==> src/sv/bdm_pkg.sv <==
package bdm_pkg;

	localparam int unsigned CfgIdxW  = 3;
	localparam int unsigned CfgDataW = 16;
	localparam int unsigned TickW    = 16;
	localparam int unsigned FlagsW   = 5;
	localparam int unsigned MaskW    = 13;
	localparam int unsigned CodeW    = 4;
	localparam int unsigned ClickW   = 4;

	typedef enum logic [CfgIdxW-1:0] {
		REG_BUTTON_TYPE,
		REG_BUTTON_FLAGS,
		REG_TRIGGER_MASK,
		REG_HOLD_TICKS,
		REG_MULTICLICK_TICKS,
		REG_CFG_PRESS_TICKS,
		REG_SILENT_TICKS
	} cfg_reg_t;

	typedef enum logic [1:0] {
		EV_STATE,
		EV_ACTION,
		EV_RELAY,
		EV_CONFIG
	} ev_kind_t;

	// button_flags bit positions
	localparam int unsigned FLAG_PULLUP     = 0;
	localparam int unsigned FLAG_CFG_BUTTON = 1;
	localparam int unsigned FLAG_CFG_TOGGLE = 2;
	localparam int unsigned FLAG_RELAY      = 3;
	localparam int unsigned FLAG_CHANNEL    = 4;

	localparam logic [CodeW-1:0] ACT_ON          = 4'd0;
	localparam logic [CodeW-1:0] ACT_OFF         = 4'd1;
	localparam logic [CodeW-1:0] ACT_HOLD        = 4'd2;
	localparam logic [CodeW-1:0] ACT_PRESS_BASE  = 4'd2;
	localparam logic [CodeW-1:0] ACT_TOGGLE_BASE = 4'd7;
	localparam logic [CodeW-1:0] ACT_NONE        = 4'd0;

	localparam logic [TickW-1:0]  HOLD_TICKS_DEF  = 16'd100;
	localparam logic [TickW-1:0]  MC_TICKS_DEF    = 16'd30;
	localparam logic [TickW-1:0]  CFG_PRESS_DEF   = 16'd500;
	localparam logic [TickW-1:0]  SILENT_DEF      = 16'd40;
	localparam logic [TickW-1:0]  TICK_MAX        = 16'hFFFF;
	localparam logic [ClickW-1:0] CLICK_MAX       = 4'd15;
	localparam logic [ClickW-1:0] CLICK_MAPPED_MAX = 4'd5;

	typedef struct packed {
		ev_kind_t         kind;
		logic             state;
		logic [CodeW-1:0] code;
	} ev_t;

	// debounce outcome for the current tick
	typedef struct packed {
		logic done;
		logic level;
	} db_res_t;

	function automatic ev_t make_ev(ev_kind_t k, logic s, logic [CodeW-1:0] c);
		ev_t e;
		e.kind  = k;
		e.state = s;
		e.code  = c;
		return e;
	endfunction

endpackage

==> src/sv/bdm_if.sv <==
interface bdm_sample_if;
	logic valid;
	logic ready;
	logic raw_level;

	modport source (output valid, output raw_level, input ready);
	modport sink (input valid, input raw_level, output ready);
endinterface

interface bdm_event_if;
	logic       valid;
	logic       ready;
	logic [1:0] event_kind;
	logic       event_state;
	logic [3:0] action_code;
	logic       last_event;

	modport source (output valid, output event_kind, output event_state, output action_code,
		output last_event, input ready);
	modport sink (input valid, input event_kind, input event_state, input action_code,
		input last_event, output ready);
endinterface

==> src/sv/button_debounce_multiclick.sv <==
// pipeline: a sample beat enters the input register, is processed into the event group
//   register, and its event beats are presented from there
// throughput: one sample beat per cycle while events drain; a tick that yields up to 3
//   events holds the event register until all are taken; the event side sets the rate
// reset: arst_n clears configuration to its defaults, debounce, click and timer state
module button_debounce_multiclick #(
	parameter int unsigned STABLE_TICKS    = 4,
	parameter int unsigned CFG_CLICK_COUNT = 10
) (
	input  logic                          clk,
	input  logic                          arst_n,
	input  logic                          cfg_we,
	input  logic [bdm_pkg::CfgIdxW-1:0]   cfg_index,
	input  logic [bdm_pkg::CfgDataW-1:0]  cfg_wdata,
	bdm_sample_if.sink                    sample_ch,
	bdm_event_if.source                   event_ch
);

	localparam logic [bdm_pkg::ClickW-1:0] CfgClicks = bdm_pkg::ClickW'(CFG_CLICK_COUNT);
	localparam logic [bdm_pkg::ClickW-1:0] ClickOne  = bdm_pkg::ClickW'(1);

	// configuration
	logic                         btype_q;
	logic [bdm_pkg::FlagsW-1:0]   flags_q;
	logic [bdm_pkg::MaskW-1:0]    mask_q;
	logic [bdm_pkg::TickW-1:0]    hold_q, mc_q, cfgp_q, silent_q;

	// click state
	logic                         reported_q, rep_d;
	logic [bdm_pkg::ClickW-1:0]   click_q, click_d;
	logic                         locked_q, locked_d;
	logic [bdm_pkg::TickW-1:0]    elapsed_q, elapsed_d;
	logic                         timer_q, timer_d;
	logic [bdm_pkg::TickW-1:0]    startup_q;

	// input register
	logic                         valid_s1;
	logic                         raw_s1;

	// event group register
	bdm_pkg::ev_t                 ev_q [3];
	logic [1:0]                   ev_cnt_q, ev_idx_q;

	bdm_pkg::db_res_t             db;
	bdm_pkg::ev_t                 cand [3];
	logic [2:0]                   cand_en;
	bdm_pkg::ev_t                 slot [3];
	logic [1:0]                   new_cnt;

	logic                         out_valid, ev_last, take, comp_fire;
	logic                         hold_cfg, cfg_clicks;
	logic [2:0]                   top_n;
	logic [bdm_pkg::ClickW-1:0]   lim, click_inc, cl;
	logic [bdm_pkg::CodeW-1:0]    click_code, onoff_code;
	logic [bdm_pkg::TickW-1:0]    d;
	logic                         changed;

	assign out_valid = (ev_cnt_q != 2'd0);
	assign ev_last   = (ev_idx_q == ev_cnt_q - 2'd1);
	assign take      = out_valid && event_ch.ready;
	assign comp_fire = valid_s1 && (!out_valid || (take && ev_last));

	assign sample_ch.ready = !valid_s1 || comp_fire;

	assign event_ch.valid       = out_valid;
	assign event_ch.event_kind  = ev_q[ev_idx_q].kind;
	assign event_ch.event_state = ev_q[ev_idx_q].state;
	assign event_ch.action_code = ev_q[ev_idx_q].code;
	assign event_ch.last_event  = ev_last;

	bdm_debounce #(
		.STABLE_TICKS(STABLE_TICKS)
	) u_debounce (
		.clk      (clk),
		.arst_n   (arst_n),
		.step     (comp_fire),
		.raw      (raw_s1),
		.act_level(!flags_q[bdm_pkg::FLAG_PULLUP]),
		.reported (reported_q),
		.res      (db)
	);

	// click limit from the highest enabled multiclick action, or the config click count
	always_comb begin
		hold_cfg   = flags_q[bdm_pkg::FLAG_CFG_BUTTON] && !btype_q &&
			!flags_q[bdm_pkg::FLAG_CFG_TOGGLE];
		cfg_clicks = flags_q[bdm_pkg::FLAG_CFG_BUTTON] && !hold_cfg;
		top_n = 3'd0;
		for (int n = 1; n <= 5; n++) begin
			if (mask_q[2+n] || mask_q[7+n]) top_n = 3'(n);
		end
		lim = cfg_clicks ? CfgClicks : {1'b0, top_n};
		click_code = (btype_q ? bdm_pkg::ACT_TOGGLE_BASE : bdm_pkg::ACT_PRESS_BASE) + click_q;
		onoff_code = db.level ? bdm_pkg::ACT_ON : bdm_pkg::ACT_OFF;
		click_inc  = (click_q == bdm_pkg::CLICK_MAX) ? click_q : click_q + ClickOne;
		d = (elapsed_q == bdm_pkg::TICK_MAX) ? elapsed_q : elapsed_q + 16'd1;
	end

	always_comb begin
		rep_d     = reported_q;
		click_d   = click_q;
		locked_d  = locked_q;
		elapsed_d = elapsed_q;
		timer_d   = timer_q;
		changed   = 1'b0;
		cl        = click_q;
		cand_en   = 3'b000;
		cand[0]   = bdm_pkg::make_ev(bdm_pkg::EV_STATE, db.level, bdm_pkg::ACT_NONE);
		cand[1]   = bdm_pkg::make_ev(bdm_pkg::EV_ACTION, 1'b0, onoff_code);
		cand[2]   = bdm_pkg::make_ev(bdm_pkg::EV_CONFIG, 1'b0, bdm_pkg::ACT_NONE);

		if (db.done) begin
			if (startup_q < silent_q) begin
				// silent period: record only
				rep_d = db.level;
			end else if (reported_q != db.level) begin
				changed    = 1'b1;
				timer_d    = 1'b0;
				rep_d      = db.level;
				cand_en[0] = 1'b1;
				if (mask_q != '0) begin
					if (!locked_q && (db.level || btype_q)) begin
						click_d = click_inc;
						if (btype_q)
							cand_en[1] = mask_q[onoff_code] &&
								flags_q[bdm_pkg::FLAG_CHANNEL];
						if (cfg_clicks && click_inc >= CfgClicks) begin
							click_d    = '0;
							cand_en[2] = 1'b1;
						end
					end
					elapsed_d = '0;
					timer_d   = 1'b1;
				end
			end
		end

		if (!changed && timer_q) begin
			elapsed_d = d;
			if (!btype_q && rep_d && !locked_q) begin
				// held press: config request and hold action
				cand[0] = bdm_pkg::make_ev(bdm_pkg::EV_CONFIG, 1'b0, bdm_pkg::ACT_NONE);
				cand[1] = bdm_pkg::make_ev(bdm_pkg::EV_ACTION, 1'b0, bdm_pkg::ACT_HOLD);
				if (hold_cfg && d >= cfgp_q) begin
					timer_d    = 1'b0;
					cl         = '0;
					cand_en[0] = 1'b1;
				end
				if (cl == ClickOne && mask_q[bdm_pkg::ACT_HOLD] && d >= hold_q) begin
					cand_en[1] = flags_q[bdm_pkg::FLAG_CHANNEL];
					cl         = '0;
					if (!hold_cfg) timer_d = 1'b0;
				end
				click_d = cl;
			end
			if (!rep_d || btype_q) begin
				if (!locked_q && click_q == ClickOne && flags_q[bdm_pkg::FLAG_RELAY]) begin
					cand[2] = bdm_pkg::make_ev(bdm_pkg::EV_RELAY, 1'b0, bdm_pkg::ACT_NONE);
				end else begin
					cand[2] = bdm_pkg::make_ev(bdm_pkg::EV_ACTION, 1'b0, click_code);
				end
				if (d >= mc_q || (!locked_q && click_q >= lim)) begin
					if (!locked_q) begin
						if (click_q == ClickOne && flags_q[bdm_pkg::FLAG_RELAY])
							cand_en[2] = 1'b1;
						else if (click_q != '0 && click_q <= bdm_pkg::CLICK_MAPPED_MAX)
							cand_en[2] = mask_q[click_code] &&
								flags_q[bdm_pkg::FLAG_CHANNEL];
					end
					click_d = '0;
					if (d >= mc_q || lim <= ClickOne) begin
						timer_d  = 1'b0;
						locked_d = 1'b0;
					end else begin
						locked_d = 1'b1;
					end
				end
			end
		end
	end

	// pack enabled candidates in order
	always_comb begin
		slot[0] = cand_en[0] ? cand[0] : (cand_en[1] ? cand[1] : cand[2]);
		slot[1] = (cand_en[0] && cand_en[1]) ? cand[1] : cand[2];
		slot[2] = cand[2];
		new_cnt = 2'(cand_en[0]) + 2'(cand_en[1]) + 2'(cand_en[2]);
	end

	always_ff @(posedge clk or negedge arst_n) begin
		if (!arst_n) begin
			btype_q    <= 1'b0;
			flags_q    <= '0;
			mask_q     <= '0;
			hold_q     <= bdm_pkg::HOLD_TICKS_DEF;
			mc_q       <= bdm_pkg::MC_TICKS_DEF;
			cfgp_q     <= bdm_pkg::CFG_PRESS_DEF;
			silent_q   <= bdm_pkg::SILENT_DEF;
			reported_q <= 1'b0;
			click_q    <= '0;
			locked_q   <= 1'b0;
			elapsed_q  <= '0;
			timer_q    <= 1'b0;
			startup_q  <= '0;
		end else if (cfg_we) begin
			case (bdm_pkg::cfg_reg_t'(cfg_index))
				bdm_pkg::REG_BUTTON_TYPE: btype_q <= cfg_wdata[0];
				bdm_pkg::REG_BUTTON_FLAGS: flags_q <= cfg_wdata[bdm_pkg::FlagsW-1:0];
				bdm_pkg::REG_TRIGGER_MASK: begin
					if (cfg_wdata[bdm_pkg::MaskW-1:0] != mask_q) begin
						timer_q  <= 1'b0;
						click_q  <= '0;
						locked_q <= 1'b0;
					end
					mask_q <= cfg_wdata[bdm_pkg::MaskW-1:0];
				end
				bdm_pkg::REG_HOLD_TICKS:
					hold_q <= (cfg_wdata == '0) ? bdm_pkg::HOLD_TICKS_DEF : cfg_wdata;
				bdm_pkg::REG_MULTICLICK_TICKS:
					mc_q <= (cfg_wdata == '0) ? bdm_pkg::MC_TICKS_DEF : cfg_wdata;
				bdm_pkg::REG_CFG_PRESS_TICKS: cfgp_q <= cfg_wdata;
				bdm_pkg::REG_SILENT_TICKS: silent_q <= cfg_wdata;
				default: ;
			endcase
		end else if (comp_fire) begin
			reported_q <= rep_d;
			click_q    <= click_d;
			locked_q   <= locked_d;
			elapsed_q  <= elapsed_d;
			timer_q    <= timer_d;
			if (startup_q != bdm_pkg::TICK_MAX) startup_q <= startup_q + 16'd1;
		end
	end

	always_ff @(posedge clk or negedge arst_n) begin
		if (!arst_n) begin
			valid_s1 <= 1'b0;
			ev_cnt_q <= 2'd0;
			ev_idx_q <= 2'd0;
		end else begin
			if (sample_ch.ready) valid_s1 <= sample_ch.valid;
			if (comp_fire) begin
				ev_cnt_q <= new_cnt;
				ev_idx_q <= 2'd0;
			end else if (take) begin
				if (ev_last) begin
					ev_cnt_q <= 2'd0;
					ev_idx_q <= 2'd0;
				end else begin
					ev_idx_q <= ev_idx_q + 2'd1;
				end
			end
		end
	end

	always_ff @(posedge clk) begin
		if (sample_ch.ready) raw_s1 <= sample_ch.raw_level;
		if (comp_fire) begin
			ev_q[0] <= slot[0];
			ev_q[1] <= slot[1];
			ev_q[2] <= slot[2];
		end
	end

	// locking always parks the click counter at zero
	a_locked_clear: assert property (@(posedge clk) disable iff (!arst_n)
		locked_q |-> click_q == '0)
		else $error("locked with nonzero click count");

	a_idx_in_group: assert property (@(posedge clk) disable iff (!arst_n)
		ev_cnt_q != 2'd0 |-> ev_idx_q < ev_cnt_q)
		else $error("event index beyond group");

	a_state_holds: assert property (@(posedge clk) disable iff (!arst_n)
		!comp_fire && !cfg_we |=> $stable(reported_q) && $stable(click_q) && $stable(timer_q))
		else $error("click state moved without a tick");

	a_elapsed_idle: assert property (@(posedge clk) disable iff (!arst_n)
		!timer_q |=> elapsed_q == $past(elapsed_q) || elapsed_q == '0)
		else $error("elapsed ticks advanced with timer stopped");

endmodule

==> src/sv/bdm_debounce.sv <==
module bdm_debounce #(
	parameter int unsigned STABLE_TICKS = 4
) (
	input  logic             clk,
	input  logic             arst_n,
	input  logic             step,
	input  logic             raw,
	input  logic             act_level,
	input  logic             reported,
	output bdm_pkg::db_res_t res
);

	localparam int unsigned CntW = $clog2(STABLE_TICKS + 2);
	localparam logic [CntW-1:0] CntStable = CntW'(STABLE_TICKS);
	localparam logic [CntW-1:0] CntOne    = CntW'(1);
	localparam logic [CntW-1:0] CntTwo    = CntW'(2);

	logic            sample_q, sample_d;
	logic [CntW-1:0] count_q, count_d;

	always_comb begin
		sample_d  = sample_q;
		count_d   = count_q;
		res.level = (raw == act_level);
		res.done  = 1'b0;
		if (count_q == '0) begin
			if (res.level != reported) count_d = CntOne;
		end else if (count_q == CntOne || sample_q != raw) begin
			// start the stable window, or restart it on any bounce
			sample_d = raw;
			count_d  = CntTwo;
		end else if (count_q > CntStable) begin
			count_d  = '0;
			res.done = 1'b1;
		end else begin
			count_d = count_q + CntOne;
		end
	end

	always_ff @(posedge clk or negedge arst_n) begin
		if (!arst_n) begin
			sample_q <= 1'b0;
			count_q  <= '0;
		end else if (step) begin
			sample_q <= sample_d;
			count_q  <= count_d;
		end
	end

endmodule
==> src/flat_wrapper.sv <==
// flat-port wrapper written by rule: the top's interface ports become plain ports
module button_debounce_multiclick_flat 
#(
	parameter int unsigned STABLE_TICKS    = 4,
	parameter int unsigned CFG_CLICK_COUNT = 10
)
  (clk, arst_n, cfg_we, cfg_index, cfg_wdata, sample_ch_valid, sample_ch_raw_level, sample_ch_ready, event_ch_valid, event_ch_event_kind, event_ch_event_state, event_ch_action_code, event_ch_last_event, event_ch_ready);
  bdm_sample_if sample_ch_i ();
  bdm_event_if event_ch_i ();
  input  logic clk;
  input  logic arst_n;
  input  logic cfg_we;
  input  logic [bdm_pkg::CfgIdxW-1:0] cfg_index;
  input  logic [bdm_pkg::CfgDataW-1:0] cfg_wdata;
  input wire logic [$bits(sample_ch_i.valid)-1:0] sample_ch_valid;
  input wire logic [$bits(sample_ch_i.raw_level)-1:0] sample_ch_raw_level;
  output wire logic [$bits(sample_ch_i.ready)-1:0] sample_ch_ready;
  output wire logic [$bits(event_ch_i.valid)-1:0] event_ch_valid;
  output wire logic [$bits(event_ch_i.event_kind)-1:0] event_ch_event_kind;
  output wire logic [$bits(event_ch_i.event_state)-1:0] event_ch_event_state;
  output wire logic [$bits(event_ch_i.action_code)-1:0] event_ch_action_code;
  output wire logic [$bits(event_ch_i.last_event)-1:0] event_ch_last_event;
  input wire logic [$bits(event_ch_i.ready)-1:0] event_ch_ready;
  assign sample_ch_i.valid = sample_ch_valid;
  assign sample_ch_i.raw_level = sample_ch_raw_level;
  assign sample_ch_ready = sample_ch_i.ready;
  assign event_ch_valid = event_ch_i.valid;
  assign event_ch_event_kind = event_ch_i.event_kind;
  assign event_ch_event_state = event_ch_i.event_state;
  assign event_ch_action_code = event_ch_i.action_code;
  assign event_ch_last_event = event_ch_i.last_event;
  assign event_ch_i.ready = event_ch_ready;
  button_debounce_multiclick #(.STABLE_TICKS(STABLE_TICKS), .CFG_CLICK_COUNT(CFG_CLICK_COUNT)) u_core (.clk(clk), .arst_n(arst_n), .cfg_we(cfg_we), .cfg_index(cfg_index), .cfg_wdata(cfg_wdata), .sample_ch(sample_ch_i), .event_ch(event_ch_i));
endmodule
==> config.mk <==
export PLATFORM = sky130hd
export DESIGN_NAME = button_debounce_multiclick_flat
export DESIGN_NICKNAME = d
export VERILOG_FILES = /design/src/sv/bdm_pkg.sv /design/src/sv/bdm_if.sv /design/src/sv/button_debounce_multiclick.sv /design/src/sv/bdm_debounce.sv /design/src/flat_wrapper.sv
export SDC_FILE = /design/constraint.sdc
export NUM_CORES = 1
export LEC_CHECK = 0
export ABC_AREA = 1
export BUFFER_PORTS_ARGS = -buffer_cell sky130_fd_sc_hd__buf_2
export CELL_PAD_IN_SITES_DETAIL_PLACEMENT = 0
export CELL_PAD_IN_SITES_GLOBAL_PLACEMENT = 1
export CORE_UTILIZATION = 51
export DETAILED_ROUTE_END_ITERATION = 10
export GPL_TIMING_DRIVEN = 0
export PLACE_DENSITY = 0.95
export RECOVER_POWER = 100
export SLEW_MARGIN = 10
export SYNTH_ARGS = -nofsm -noshare
export SYNTH_HDL_FRONTEND = slang
export SYNTH_SLANG_ARGS = --single-unit
==> constraint.sdc <==
create_clock -name clk -period 10.25 [get_ports clk]
set_input_delay 0.5125 -clock clk [delete_from_list [all_inputs] [get_ports clk]]
set_output_delay 0.5125 -clock clk [all_outputs]
set_load 0.005 [all_outputs]
# Word level (Yosys, flattened, before mapping)
# Memory sizes are Yosys's and may differ from the RTL's.
# Cells that the tools add are included.
[word_totals]
mem_count = 1
wordCells = 242
reg_bits = 132
inputBits = 25
output_inout_bits = 10
mem_bits_rw = 21
[op_classes]
order_cmp = 11
eq_ne = 22
addsub = 9
bitwise = 2
n_mux = 105
n_reduce_logical = 73
[mem_list]
columns = ["memory", "words", "word_bits", "rd", "rd_clocked_by_memory_dff", "write_ports", "line_no", "rtl"]
rows = [
  ["u_core.ev_q", 3, 7, 1, 0, 3, "button_debounce_multiclick.sv:41", "bdm_pkg::ev_t ev_q [3];"],
]
[op_table]
columns = ["op", "n"]
rows = [
  ["2-to-1 mux 16 bit", 8],
  ["2-to-1 mux 4 bit", 20],
  [">= comparator 16 bit", 3],
  ["2-to-1 mux 1 bit", 46],
  ["2-to-1 mux 3 bit", 13],
  ["2-to-1 mux 7 bit", 5],
  ["adder 16 x 1 -> 16 bit (second input constant)", 2],
  ["logical AND 1 bit", 22],
  ["2-to-1 mux 21 bit", 1],
  ["AND reduction 2 bit", 10],
  ["nonzero test 2 bit", 10],
  ["2-to-1 mux 2 bit", 9],
  ["== test 16 bit (second input constant)", 1],
  ["zero test 16 bit", 1],
  ["less-than comparator 16 bit", 1],
  ["inequality test 16 bit (second input constant)", 1],
  ["2-to-1 mux 14 bit", 1],
  ["inequality test 13 bit", 1],
  ["nonzero test 13 bit", 1],
  ["logical OR 1 bit", 12],
  ["AND reduction 6 bit", 2],
  ["less-than comparator 4 x 5 -> 1 bit (second input constant)", 2],
  ["== test 3 bit (second input constant)", 3],
  ["zero test 1 bit", 9],
  ["other kinds (26)", 38],
]

# Longest topological paths before layout
# Gate-level depths: netlist of the first run.
[depth]
depth_word = 21
mapped_depth = 25
ltp_nobuf = 25

# Hierarchy
# From an unflattened synthesis of the first run, not the netlist that was laid out.
[unflattened]
hier_cells = 1234
hier_area_um2 = 9522.9
[by_module_without_submodules]
columns = ["mod", "n_inst", "cells_each", "seq_area_each_um2", "area_per_inst_um2"]
rows = [
  ["button_debounce_multiclick", 1, 1183, 3797.4, 9182.6],
  ["bdm_debounce", 1, 51, 100.1, 340.3],
]

# Worst setup path before layout of the first run
# Ideal clock, no wire load.
[synth_timing]
path_kind = "reg-to-reg"
startpoint = "reg u_core.elapsed_q[1] (netlist bit)"
endpoint = "reg u_core.ev_cnt_q[0]"
path_slack_ns = 6.870
synth_period_minus_slack_ns = 3.380
required_time_ns = 10.124
arrival_time_ns = 3.254
path_buffers = 0
path_stages_with_launch = 25
setup_time_ns = 0.126
path_cell_list = "dfrtp_1 > ha_1 > nand3_1 > inv_2 > nand2_1 > nor4_2 > nand2_1 > nand3b_1 > a21boi_2 > ha_1 > nand2_1 > nor2_1 > and2_1 > nor2_1 > nand2_1 > nand2_1 > nand2_1 > nand2_1 > nand4_1 > nor2_1 > nand2_1 > nand2_1 > fa_1 > nand2_1 > o21ai_0"
[synth_via]
elab_chain_len = 16
word_cells_on_any_way = 23
classes_between = "add/sub: 3; order compare: 3; eq/ne: 2; mux: 11; reduce/logical: 4"
[synth_rtl]
columns = ["item", "line_no", "rtl"]
rows = [
  ["start, declared", "button_debounce_multiclick.sv:32", "logic [bdm_pkg::TickW-1:0] elapsed_q, elapsed_d;"],
  ["start signal, assigned", "button_debounce_multiclick.sv:229", "elapsed_q <= elapsed_d;"],
  ["adder 16 x 1 -> 16 bit or == test 16 bit (tied branches)", "button_debounce_multiclick.sv:96", "d = (elapsed_q == bdm_pkg::TICK_MAX) ? elapsed_q : elapsed_q + 16'd1;"],
  ["2-to-1 mux 16 bit (*)", "button_debounce_multiclick.sv:96", ""],
  [">= comparator 16 bit", "button_debounce_multiclick.sv:144", "if (hold_cfg && d >= cfgp_q) begin"],
  ["logical AND 1 bit", "button_debounce_multiclick.sv:144", ""],
  ["2-to-1 mux 4 bit", "button_debounce_multiclick.sv:144", ""],
  ["2-to-1 mux 4 bit", "button_debounce_multiclick.sv:140", "if (!btype_q && rep_d && !locked_q) begin"],
  ["2-to-1 mux 4 bit", "button_debounce_multiclick.sv:138", "if (!changed && timer_q) begin"],
  ["== test 4 x 1 -> 1 bit", "button_debounce_multiclick.sv:149", "if (cl == ClickOne && mask_q[bdm_pkg::ACT_HOLD] && d >= hold_q) begin"],
  ["logical AND 1 bit (2 in a row)", "button_debounce_multiclick.sv:149", ""],
  ["2-to-1 mux 1 bit", "button_debounce_multiclick.sv:149", ""],
  ["2-to-1 mux 2 bit", "button_debounce_multiclick.sv:140", ""],
  ["2-to-1 mux 3 bit (*)", "button_debounce_multiclick.sv:138", ""],
  ["adder 1 x 1 -> 2 bit", "button_debounce_multiclick.sv:187", "new_cnt = 2'(cand_en[0]) + 2'(cand_en[1]) + 2'(cand_en[2]);"],
  ["adder 2 x 1 -> 2 bit (*)", "button_debounce_multiclick.sv:187", ""],
  ["2-to-1 mux 2 bit (*)", "button_debounce_multiclick.sv:242", "if (comp_fire) begin"],
  ["end signal, assigned", "button_debounce_multiclick.sv:243", "ev_cnt_q <= new_cnt;"],
  ["end, declared", "button_debounce_multiclick.sv:42", "logic [1:0] ev_cnt_q, ev_idx_q;"],
]
# Mark *: on every way between the ends. The rest lies on a longest branch, timed or not. The select of a mux whose other input is x is not followed.
# A chain may end at the register's enable or synchronous reset.

==> impl_metrics.csv, run 1 <==
group,metric,value,unit
status,status,"finished, violations left",
status,violations,"DRC, capacitance limit, slew limit",
global_routing,grt_usage,25.3,%
floorplanning,num_io_pins,35,
timing,slew_headroom,-145,%
floorplanning,die_w,138,um
finish,syn_to_final_growth,10.1,%
synthesis,synth_top_area_share,30.7,%
place,hpwl,17300,um
floorplanning,die_area,0.0191,mm^2
place,io_buffers,34,
synthesis,netlist_area,0.00946,mm^2
setup_path,crit_top_cell,"clkbuf_1",
clock_tree,ctsHoldBuffers,0,
clock_tree,cts-resized-gates,0,
power_and_ir_drop,max-vdd-ir-drop,139,uV
clock_tree,ctsRootBufferMaster,"clkbuf_16",
global_routing,top_usage_layer,"met2",
clock_tree,htree_levels,4,
clock_tree,clock_path_buffers,2,
setup_path,slowest_stage,"clkbuf_1",
timing,finClkSkew,0.00954,ns
setup_path,path_buf_inv,2,
timing,fin_setup_tns,0,ns
timing,layout_setup_ws,4.20,ns
power_and_ir_drop,p_leak,5.32,nW
setup_path,crit_chain,"clkbuf_1 > clkbuf_1",
floorplanning,start_util,52.3,%
timing,worstMarginPinSlew,3.68,ns
finish,layout.nets,1366,
synthesis,ys_ff_latch,151,
clock_tree,clock_latency,0.43,ns
drt,avgViaCountPerCell,5.31,
place,detailedPlace.worstSlack,6.06,ns
setup_path,crit_fanout,70,
hold_path,hp-class,"in -> reg",
global_routing,grt_pass1_vias,7463,
synthesis,postSynthAreaPerCell,7.85,um^2
synthesis,yosysWarnings,0,
global_routing,grt_max_degree,71,
finish,final_common_cell,"nand2_1",
synthesis,syn_nets,1312,
setup_path,critPathTopFamily,"buffers and inverters",
setup_path,slowest_delay,2.73,ns
timing,grt_setup_unrepaired,"no",
synthesis,ys_types,51,
timing,finalSetupViolations,0,
drt,wirelength,22700,um
synthesis,syn_inst,1205,
global_routing,antenna_found_initial,0,
clock_tree,cts_buffers,17,
drt,wl_per_cell,15.1,um
drt,drtIter0Drc,559,
power_and_ir_drop,power_density,262,mW/mm^2
setup_path,worst_setup_path_start_kind,"primary input",
floorplanning,die_h,138,um
timing,fmax,165,MHz
timing,finalWorstPathRequiredPeriod,6.05,ns
drt,dr.pass1.iters,8,
setup_path,end_kind,"async pin",
clock_tree,postCtsSetupBuffers,0,
setup_path,crit_required,9.94,ns
drt,post-route-drc-count,6,
job,maxCapViolations,2,
timing,drv_slew,134,
finish,drive_gt1_share,7.39,%
global_routing,grt_pass1_wl,38000,um
place,gp_congestion,0.921,
finish,most-common-layout-cells,"284 x nand2_1, 199 x inv_1, 117 x o21ai_0",
clock_tree,cts_tree,"built",
timing,post-route-period-util,59.0,%
synthesis,yosysSeqAreaShare,41.2,%
floorplanning,rows,49,
global_routing,grtUsageMet1,34.7,%
drt,detail-route-antenna-nets,0,
timing,hold_violations,0,
global_routing,use_met2,41.4,%
timing,fin_hold_ws,0.260,ns
finish,n_antenna_cell,0,
clock_tree,cts.sinks,151,
synthesis,yosys.area.top_type,"dfrtp_1",
setup_path,critPathKind,"in -> async",
synthesis,synth.top_cells.by_area,"dfrtp_1 31%, nand2_1 11%, ha_1 11%",
clock_tree,clk_pin_slew,0.06,ns
floorplanning,core_area,0.0181,mm^2
drt,vias,7968,
global_routing,grt_use_met3,4.75,%
setup_path,arrival,5.75,ns
global_routing,grt.overflow.total,0,
## layout make-up
class,count,area (um^2)
Tap cell,229,287
Clock buffer,23,489
Multi-Input combinational cell,830,4580
Inverter,202,759
Sequential cell,151,3900
Clock inverter,9,140
Fill cell,1687,7680
Timing Repair Buffer,35,166
Buffer,22,87.6
## cells in the mapped netlist, drive strengths merged
cell type  count
a22oi          1
xnor2          6
nand4         19
o21a           4
a31oi          6
nand2        285
a211oi         1
o21ai        122
o21bai         2
nor3          17
nand3b         1
o2111ai        2
o211ai         4
a21boi         1
inv          201
o31ai          1
a2bb2oi        1
dfrtp        116
mux2           1
nand3         61
edfxtp        20
o22ai          1
dfstp         15
ha            81
a21oi         64
xor2          25
nor4          16
fa             1
and2           1
clkinv         1
or2            1
nor2         105
clkbuf        13
buf            9
## routing by layer
metal  routed length (um)  part of all wire, %
met4                  356                  1.6
met3                  962                  4.2
met2                10700                   47
met5                    0                    0
met1                10700                   47
## path summary, 6_finish.rpt
kind | startpoint | end | slack, ns | cells after the start
worst max-delay path | arst_n | u_core.cfgp_q[10] | 4.20 | 2
worst min-delay path | sample_ch_raw_level | u_core.raw_s1 | 0.26 | 1
worst max register to register | u_core.elapsed_q[1] | u_core.ev_cnt_q[0] | 5.78 | 19
worst min register to register | u_core.mc_q[12] | u_core.mc_q[12] | 0.48 | 2
max in group clk | u_core.elapsed_q[1] | u_core.ev_cnt_q[0] | 5.78 | 19
min in group asynchronous | arst_n | u_core.ev_idx_q[0] | 1.25 | 1
## power by group
group | internal (mW) | total [mW] | switching (mW)
sequential | 0.739 | 0.837 | 0.0974
clock | 0.412 | 0.664 | 0.252
combinational | 0.446 | 1.22 | 0.778
## logic make-up (layout without fill, tap and decap cells)
| kind of cell | after synthesis | in the layout | share of synthesized area (%) |
|---|---|---|---|
| buffers and inverters | 224 | 291 | 9.22 |
| adders and majority gates | 82 | 82 | 10.9 |
| and+or+nand+nor | 506 | 506 | 23.1 |
| xor gates and xnor gates | 31 | 31 | 3.03 |
| DFF | 151 | 151 | 41.2 |
| AOI/OAI and AO/OA | 210 | 210 | 12.4 |
| muxes | 1 | 1 | 0.119 |
## flip-flops by register name, indices dropped and copies added, names as in the netlist
name and cells:
u_core.btype_q 1, u_core.cfgp_q 16, u_core.click_q 4, u_core.elapsed_q 16, u_core.ev_cnt_q 2, u_core.ev_idx_q 2
u_core.ev_q 19, u_core.flags_q 5, u_core.hold_q 16, u_core.locked_q 1, u_core.mask_q 13, u_core.mc_q 16
u_core.raw_s1 1, u_core.reported_q 1, u_core.silent_q 16, u_core.startup_q 16, u_core.timer_q 1, u_core.u_debounce.count_q 3
u_core.u_debounce.sample_q 1, u_core.valid_s1 1
## through the flow
step	power (mW)	util, %	instances	area, um^2
floorplan	1.73	-	1205	9460
CTS	2.74	58.5	1501	10600
global placement	2.03	54.8	1468	9910
finish	2.72	57.6	1501	10400
global route	2.96	57.6	1501	10400
detailed placement	2.07	55.0	1469	9950
(Power assumes the default switching activity.)
==> inputs of run 2 (changes only) <==
--- a/config.mk
+++ b/config.mk
@@ -9,10 +9,10 @@
 export BUFFER_PORTS_ARGS = -buffer_cell sky130_fd_sc_hd__buf_2
 export CELL_PAD_IN_SITES_DETAIL_PLACEMENT = 0
 export CELL_PAD_IN_SITES_GLOBAL_PLACEMENT = 1
-export CORE_UTILIZATION = 51
+export CORE_UTILIZATION = 43
 export DETAILED_ROUTE_END_ITERATION = 10
 export GPL_TIMING_DRIVEN = 0
-export PLACE_DENSITY = 0.95
+export PLACE_DENSITY = 0.88
 export RECOVER_POWER = 100
 export SLEW_MARGIN = 10
 export SYNTH_ARGS = -nofsm -noshare
==> constraint.sdc (replaced) <==
create_clock -name clk -period 5.31 [get_ports clk]
set_input_delay 0.2655 -clock clk [delete_from_list [all_inputs] [get_ports clk]]
set_output_delay 0.2655 -clock clk [all_outputs]
set_load 0.005 [all_outputs]
==> run 2 against run 1 <==
Effect of this change: the run ends with capacitance limit, slew limit left; worst hold slack lost 0.23 ns; cell count grew 3.2%; sequential share of layout area shrank 0.16 points; non-clock buffer count grew 2; flip-flop and latch count is the same; clock-buffer cell count is the same; clock skew grew 0.0017 ns; register-to-register slack lost 5.1 ns; critical path depth grew 22; cell area grew 0.43%; critical path type is now reg -> reg; largest power group unchanged; highest routed layer unchanged.
==> impl_metrics.csv, run 2 (same netlist as run 1, synthesis figures left out) <==
group,metric,value,unit
status,status,"finished, violations left",
status,violations,"capacitance limit, slew limit",
global_routing,antenna_found_initial,0,
floorplanning,rows,53,
drt,drtIter0Drc,521,
place,io_buffers,34,
global_routing,grt.overflow.total,0,
setup_path,critPathTopFamily,"simple AND/OR/NAND/NOR gates",
floorplanning,num_io_pins,35,
power_and_ir_drop,max-vdd-ir-drop,214,uV
timing,finalWorstPathRequiredPeriod,4.60,ns
setup_path,arrival,4.91,ns
hold_path,hp-class,"in -> reg",
timing,hold_violations,0,
setup_path,slowest_stage,"nor4_1",
drt,vias,7886,
finish,largest_reg_flops,19,
setup_path,critPathKind,"reg -> reg",
setup_path,path_buf_inv,1,
place,hpwl,18000,um
finish,drive_gt1_share,6.99,%
global_routing,grt_usage,22.4,%
setup_path,worst_setup_path_start_kind,"flop",
timing,grt_setup_unrepaired,"no",
floorplanning,die_w,150,um
drt,wirelength,23200,um
timing,finClkSkew,0.0112,ns
drt,detail-route-antenna-nets,0,
timing,post-route-period-util,86.6,%
timing,fin_setup_tns,0,ns
global_routing,grt_pass1_vias,7546,
clock_tree,cts-resized-gates,0,
setup_path,crit_chain,"ha_1 > nand3_1 > inv_1 > nand2_1 > nor4_1 > nand2_1 > nand3b_1 > a21boi_2 > ha_1 > nand2_1 > nor2_1 > and2_1 > nor2_1 > nand2_1 > nand2_1 > nand2_1 > nand2_1 > nand4_1 > nor2_1 > nand2_1 > nand2_1 > fa_1 > nand2_1 > o21ai_0",
timing,finalSetupViolations,0,
floorplanning,start_util,44.4,%
finish,syn_to_final_growth,10.5,%
drt,wl_per_cell,15.0,um
finish,most-common-layout-cells,"283 x nand2_1, 199 x inv_1, 118 x o21ai_0",
clock_tree,clk_pin_slew,0.07,ns
power_and_ir_drop,power,5.13,mW
finish,top_register,"u_core.ev_q",
job,maxCapViolations,1,
clock_tree,htree_levels,4,
clock_tree,cts.sinks,151,
floorplanning,die_h,150,um
setup_path,slowest_delay,0.46,ns
clock_tree,postCtsSetupBuffers,0,
timing,fmax,217,MHz
floorplanning,core_area,0.0213,mm^2
clock_tree,clock_path_buffers,2,
power_and_ir_drop,p_leak,5.31,nW
global_routing,grt_pass1_wl,38800,um
setup_path,crit_top_cell,"nand2_1",
clock_tree,ctsHoldBuffers,2,
timing,slew_headroom,-113,%
clock_tree,cts_buffers,17,
finish,layout.nets,1368,
drt,dr.pass1.iters,5,
global_routing,grt_max_degree,77,
power_and_ir_drop,power_density,491,mW/mm^2
setup_path,crit_fanout,6,
setup_path,crit_required,5.62,ns
finish,nFillCells,2099,
floorplanning,die_area,0.0226,mm^2
clock_tree,cts_tree,"built",
drt,post-route-drc-count,0,
clock_tree,clock_latency,0.43,ns
place,gp_congestion,0.848,
finish,final_common_cell,"nand2_1",
clock_tree,ctsRootBufferMaster,"clkbuf_16",
drt,avgViaCountPerCell,5.09,
timing,drv_slew,56,
setup_path,end_kind,"flop",
finish,n_antenna_cell,0,
timing,worstMarginPinSlew,3.19,ns
==> run 2: layout make-up <==
cell class	count	area [um^2]	share of cell area [%]
inverter	202	759	7.26
timing repair buffer	37	204	1.95
buffer	22	91.3	0.874
tap	275	344	3.29
clock inverter	9	90.1	0.862
multi-input combinational	830	4570	43.7
clock buffer	23	499	4.78
sequential	151	3900	37.3
==> run 2: metrics by stage <==
step	util [%]	instances	hold slack [ns]	instance area (um^2)	setup slack, ns
5_1_grt	49.1	1549	0.0395	10500	0.341
6_report	49.1	1549	0.0253	10500	0.710
3_5_place_dp	47.0	1515	0.276	10000	1.01
4_1_cts	49.9	1549	0.0100	10600	0.958
2_1_floorplan	-	1205	-0.0301	9460	1.93
3_3_place_gp	46.8	1514	0.442	9970	1.08
==> run 2: final timing paths <==
| check | from | endpoint | slack, ns | cells past startpoint |
|---|---|---|---|---|
| worst min-delay path | sample_ch_valid | u_core.valid_s1 | 0.03 | 3 |
| worst max-delay path | u_core.elapsed_q[1] | u_core.ev_cnt_q[0] | 0.71 | 24 |
| worst max register to register | u_core.elapsed_q[1] | u_core.ev_cnt_q[0] | 0.71 | 24 |
| worst min register to register | u_core.cfgp_q[10] | u_core.cfgp_q[10] | 0.48 | 2 |
| min in group asynchronous | arst_n | u_core.ev_idx_q[0] | 1.42 | 2 |
| max in group asynchronous | arst_n | u_core.startup_q[0] | 2.07 | 2 |
==> run 2: power breakdown <==
group | internal, mW | switching [mW] | total, mW
registers | 1.43 | 0.187 | 1.61
clock network | 0.712 | 0.496 | 1.21
logic | 0.855 | 1.45 | 2.31
total | 2.99 | 2.14 | 5.13
==> run 2: metal layers <==
metal | GRT usage (%) | wire length (um) | vias to the layer above
li1 | - | - | 4023
met1 | 29.4 | 10900 | 3665
met2 | 36.9 | 10900 | 159
met3 | 3.42 | 845 | 39
met4 | 8.89 | 597 | 0
met5 | 0 | 0 | -
==> run 2: worst register-to-register path, stage by stage (launching register included) <==
cell	delay [ns]
dfrtp_1	0.41
ha_1	0.21
nand3_1	0.14
inv_1	0.14
nand2_1	0.13
nor4_1	0.47
nand2_1	0.26
nand3b_1	0.14
a21boi_2	0.32
ha_1	0.33
nand2_1	0.11
nor2_1	0.06
and2_1	0.15
nor2_1	0.08
nand2_1	0.08
nand2_1	0.07
nand2_1	0.11
nand2_1	0.23
nand4_1	0.12
nor2_1	0.15
nand2_1	0.12
nand2_1	0.10
fa_1	0.39
nand2_1	0.07
o21ai_0	0.10
==> inputs of run 3 (changes only) <==
--- a/config.mk
+++ b/config.mk
@@ -5,11 +5,10 @@
 export SDC_FILE = /design/constraint.sdc
 export NUM_CORES = 1
 export LEC_CHECK = 0
-export ABC_AREA = 1
 export BUFFER_PORTS_ARGS = -buffer_cell sky130_fd_sc_hd__buf_2
 export CELL_PAD_IN_SITES_DETAIL_PLACEMENT = 0
 export CELL_PAD_IN_SITES_GLOBAL_PLACEMENT = 1
-export CORE_UTILIZATION = 43
+export CORE_UTILIZATION = 45
 export DETAILED_ROUTE_END_ITERATION = 10
 export GPL_TIMING_DRIVEN = 0
 export PLACE_DENSITY = 0.88
==> run 3 against run 2 <==
Effect of this change: the flow still finishes with violations (capacitance limit, slew limit); power decreased by 24%; sequential share of layout area is 0.35 points higher; combinational power fell by 54%; first-iteration DRC count shrank 25%; clock skew shrank 0.00063 ns; worst setup slack worse by 0.35 ns; non-clock buffer count fell by 1; die area fell by 6.3%; fmax down 7.0%; critical endpoint unchanged.
==> impl_metrics.csv, run 3 <==
group,metric,value,unit
drt,vias,6807,
drt,dr.pass1.iters,7,
synthesis,ys_types,84,
finish,syn_to_final_growth,11.8,%
finish,layout.nets,1065,
hold_path,holdPathStages,2,
floorplanning,die_area,0.0212,mm^2
setup_path,critPathKind,"reg -> reg",
finish,final_cells,1241,
synthesis,synth_edf_count,20,
drt,detail-route-antenna-nets,0,
global_routing,grt_usage,21.2,%
synthesis,ys_ff_latch,151,
clock_tree,ctsRootBufferMaster,"clkbuf_16",
setup_path,crit_fanout,6,
setup_path,arrival,5.27,ns
synthesis,synth.top_cells.by_area,"dfrtp_1 31%, ha_1 11%, mux2_2 8.1%",
global_routing,grt_max_degree,75,
synthesis,synth_top_area_share,31.3,%
synthesis,postSynthAreaPerCell,10.2,um^2
power_and_ir_drop,max-vdd-ir-drop,167,uV
synthesis,yosysSeqAreaShare,42.1,%
finish,final_common_cell,"dfrtp_1",
synthesis,syn_inst,907,
place,hpwl,15700,um
power_and_ir_drop,p_leak,4.61,nW
timing,post-route-period-util,93.1,%
clock_tree,clock_path_buffers,2,
drt,drtIter0Drc,390,
global_routing,antenna_found_initial,0,
drt,highest_layer,"met4",
clock_tree,cts_buffers,17,
finish,most-common-layout-cells,"116 x dfrtp_1, 81 x ha_1, 80 x nand2_1",
job,maxCapViolations,1,
global_routing,grt_pass1_vias,6675,
floorplanning,num_io_pins,35,
drt,avgViaCountPerCell,5.49,
global_routing,grt_pass1_wl,34900,um
synthesis,async_reset_ff_share,86.8,%
timing,finalSetupViolations,0,
clock_tree,htree_levels,4,
synthesis,ys_top_cells_by_count,"116 x dfrtp_1, 81 x ha_1, 80 x nand2_1, 77 x inv_1, 67 x mux2_2",
synthesis,yosys.area.top_type,"dfrtp_1",
floorplanning,die_h,145,um
floorplanning,rows,52,
status,violations,"capacitance limit, slew limit",
setup_path,r2r_cells,17,
timing,worstMarginPinSlew,3.28,ns
synthesis,netlist_area,0.00926,mm^2
setup_path,end_kind,"flop",
drt,met1Wirelength,10100,um
clock_tree,clk_pin_slew,0.06,ns
floorplanning,start_util,45.8,%
status,status,"finished, violations left",
timing,finalWorstPathRequiredPeriod,4.95,ns
timing,fmax,202,MHz
timing,grt_setup_unrepaired,"no",
clock_tree,cts_tree,"built",
setup_path,crit_required,5.63,ns
timing,slew_headroom,-118,%
timing,finClkSkew,0.0106,ns
finish,drive_gt1_share,17.4,%
finish,nFillCells,1850,
place,io_buffers,29,
setup_path,worst_setup_path_start_kind,"flop",
clock_tree,clock_latency,0.44,ns
drt,wirelength,21300,um
synthesis,yosysWarnings,0,
drt,wl_met2,9950,um
timing,fin_hold_ws,0.0236,ns
hold_path,hp-class,"in -> reg",
synthesis,synth_flop_cell,"dfrtp_1",
place,place_inst,1207,
place,gp_congestion,0.902,
finish,largest_reg_flops,19,
finish,top_register,"u_core.ev_q",
timing,drv_slew,58,
synthesis,yosysMostFrequentCell,"dfrtp_1",
floorplanning,core_area,0.0202,mm^2
drt,post-route-drc-count,0,
global_routing,grt.overflow.total,0,
synthesis,syn_nets,1014,
finish,n_antenna_cell,0,
floorplanning,die_w,145,um
drt,wl_per_cell,17.2,um
clock_tree,cts.sinks,151,
timing,hold_violations,0,
power_and_ir_drop,power_density,377,mW/mm^2
drt,route.met3.wl,755,um
-- run 3: timing repair --
action | CTS | global route
hold endpoints to repair | 45 | 0
buffers inserted | 0 | 0
endpoints found under the setup margin | 2 | 2
hold buffers | 2 | 0
gates resized for setup | 1 | 5
-- run 3: layer usage --
layer | track usage [%] | up-vias
met5 | 0 | -
met4 | 8.63 | 0
met3 | 2.92 | 34
met2 | 33.6 | 123
met1 | 29.3 | 3299
li1 | - | 3351
-- run 3: final cells by class --
| class | instances | area, um^2 | area share (%) |
|---|---|---|---|
| Buffer | 26 | 100 | 0.966 |
| Clock buffer | 22 | 474 | 4.58 |
| Clock inverter | 10 | 116 | 1.12 |
| Inverter | 78 | 293 | 2.83 |
| Multi-Input combinational cell | 652 | 4960 | 47.8 |
| Sequential cell | 151 | 3900 | 37.6 |
| Tap cell | 270 | 338 | 3.26 |
| Timing Repair Buffer | 32 | 184 | 1.78 |
-- run 3: worst max-delay path, cell delays in order (launching register included) --
cell and delay (ns):
dfrtp_1 0.44, ha_1 0.23, and2_1 0.19, nand2b_1 0.21
o31ai_4 0.13, nor2_1 0.29, nand2_1 0.14, xnor2_1 0.43
ha_1 0.23, a21oi_1 0.07, o21ai_0 0.30, a41oi_1 0.12
or2_2 0.34, o21ai_0 0.33, nand2_1 0.23, o32ai_1 0.45
fa_1 0.50, a22o_1 0.22
-- run 3: cell families (layout without fill, tap and decap cells) --
group,count (synthesis),count (layout),share of synthesized area (%)
AO/OA/AOI/OAI,180,180,13.0
multiplexers,81,81,10.3
XOR/XNOR,44,44,4.32
flip-flops,151,151,42.1
adder cells (fa/ha/maj),82,82,11.2
buffers and inverters,104,168,4.43
AND/OR/NAND/NOR,265,265,14.8
-- run 3: worst paths after layout --
kind	start	end	slack, ns
min reg2reg	u_core.hold_q[2]	u_core.hold_q[2]	0.49
max in group asynchronous	arst_n	u_core.hold_q[1]	1.98
min in group asynchronous	arst_n	u_core.elapsed_q[7]	1.46
max	u_core.elapsed_q[0]	u_core.ev_cnt_q[0]	0.36
min	sample_ch_valid	u_core.valid_s1	0.02
max reg2reg	u_core.elapsed_q[0]	u_core.ev_cnt_q[0]	0.36
-- run 3: report_power, final --
part | switching (mW) | total [mW] | internal [mW]
Clock | 0.490 | 1.22 | 0.732
Combinational | 0.584 | 1.06 | 0.475
Sequential | 0.191 | 1.63 | 1.43
-- run 3: per-stage QoR --
step	instance area, um^2	utilization, %	TNS [ns]	total power, mW	setup slack (ns)
after CTS	10400	51.4	0	3.95	0.111
after global routing	10400	51.2	0	4.15	0.0297
after detailed placement	9780	48.3	-0.185	2.72	-0.123
after floorplan	9260	-	0	2.41	1.25
final	10400	51.2	0	3.91	0.365
after global placement	9750	48.2	-0.0277	2.68	-0.0277
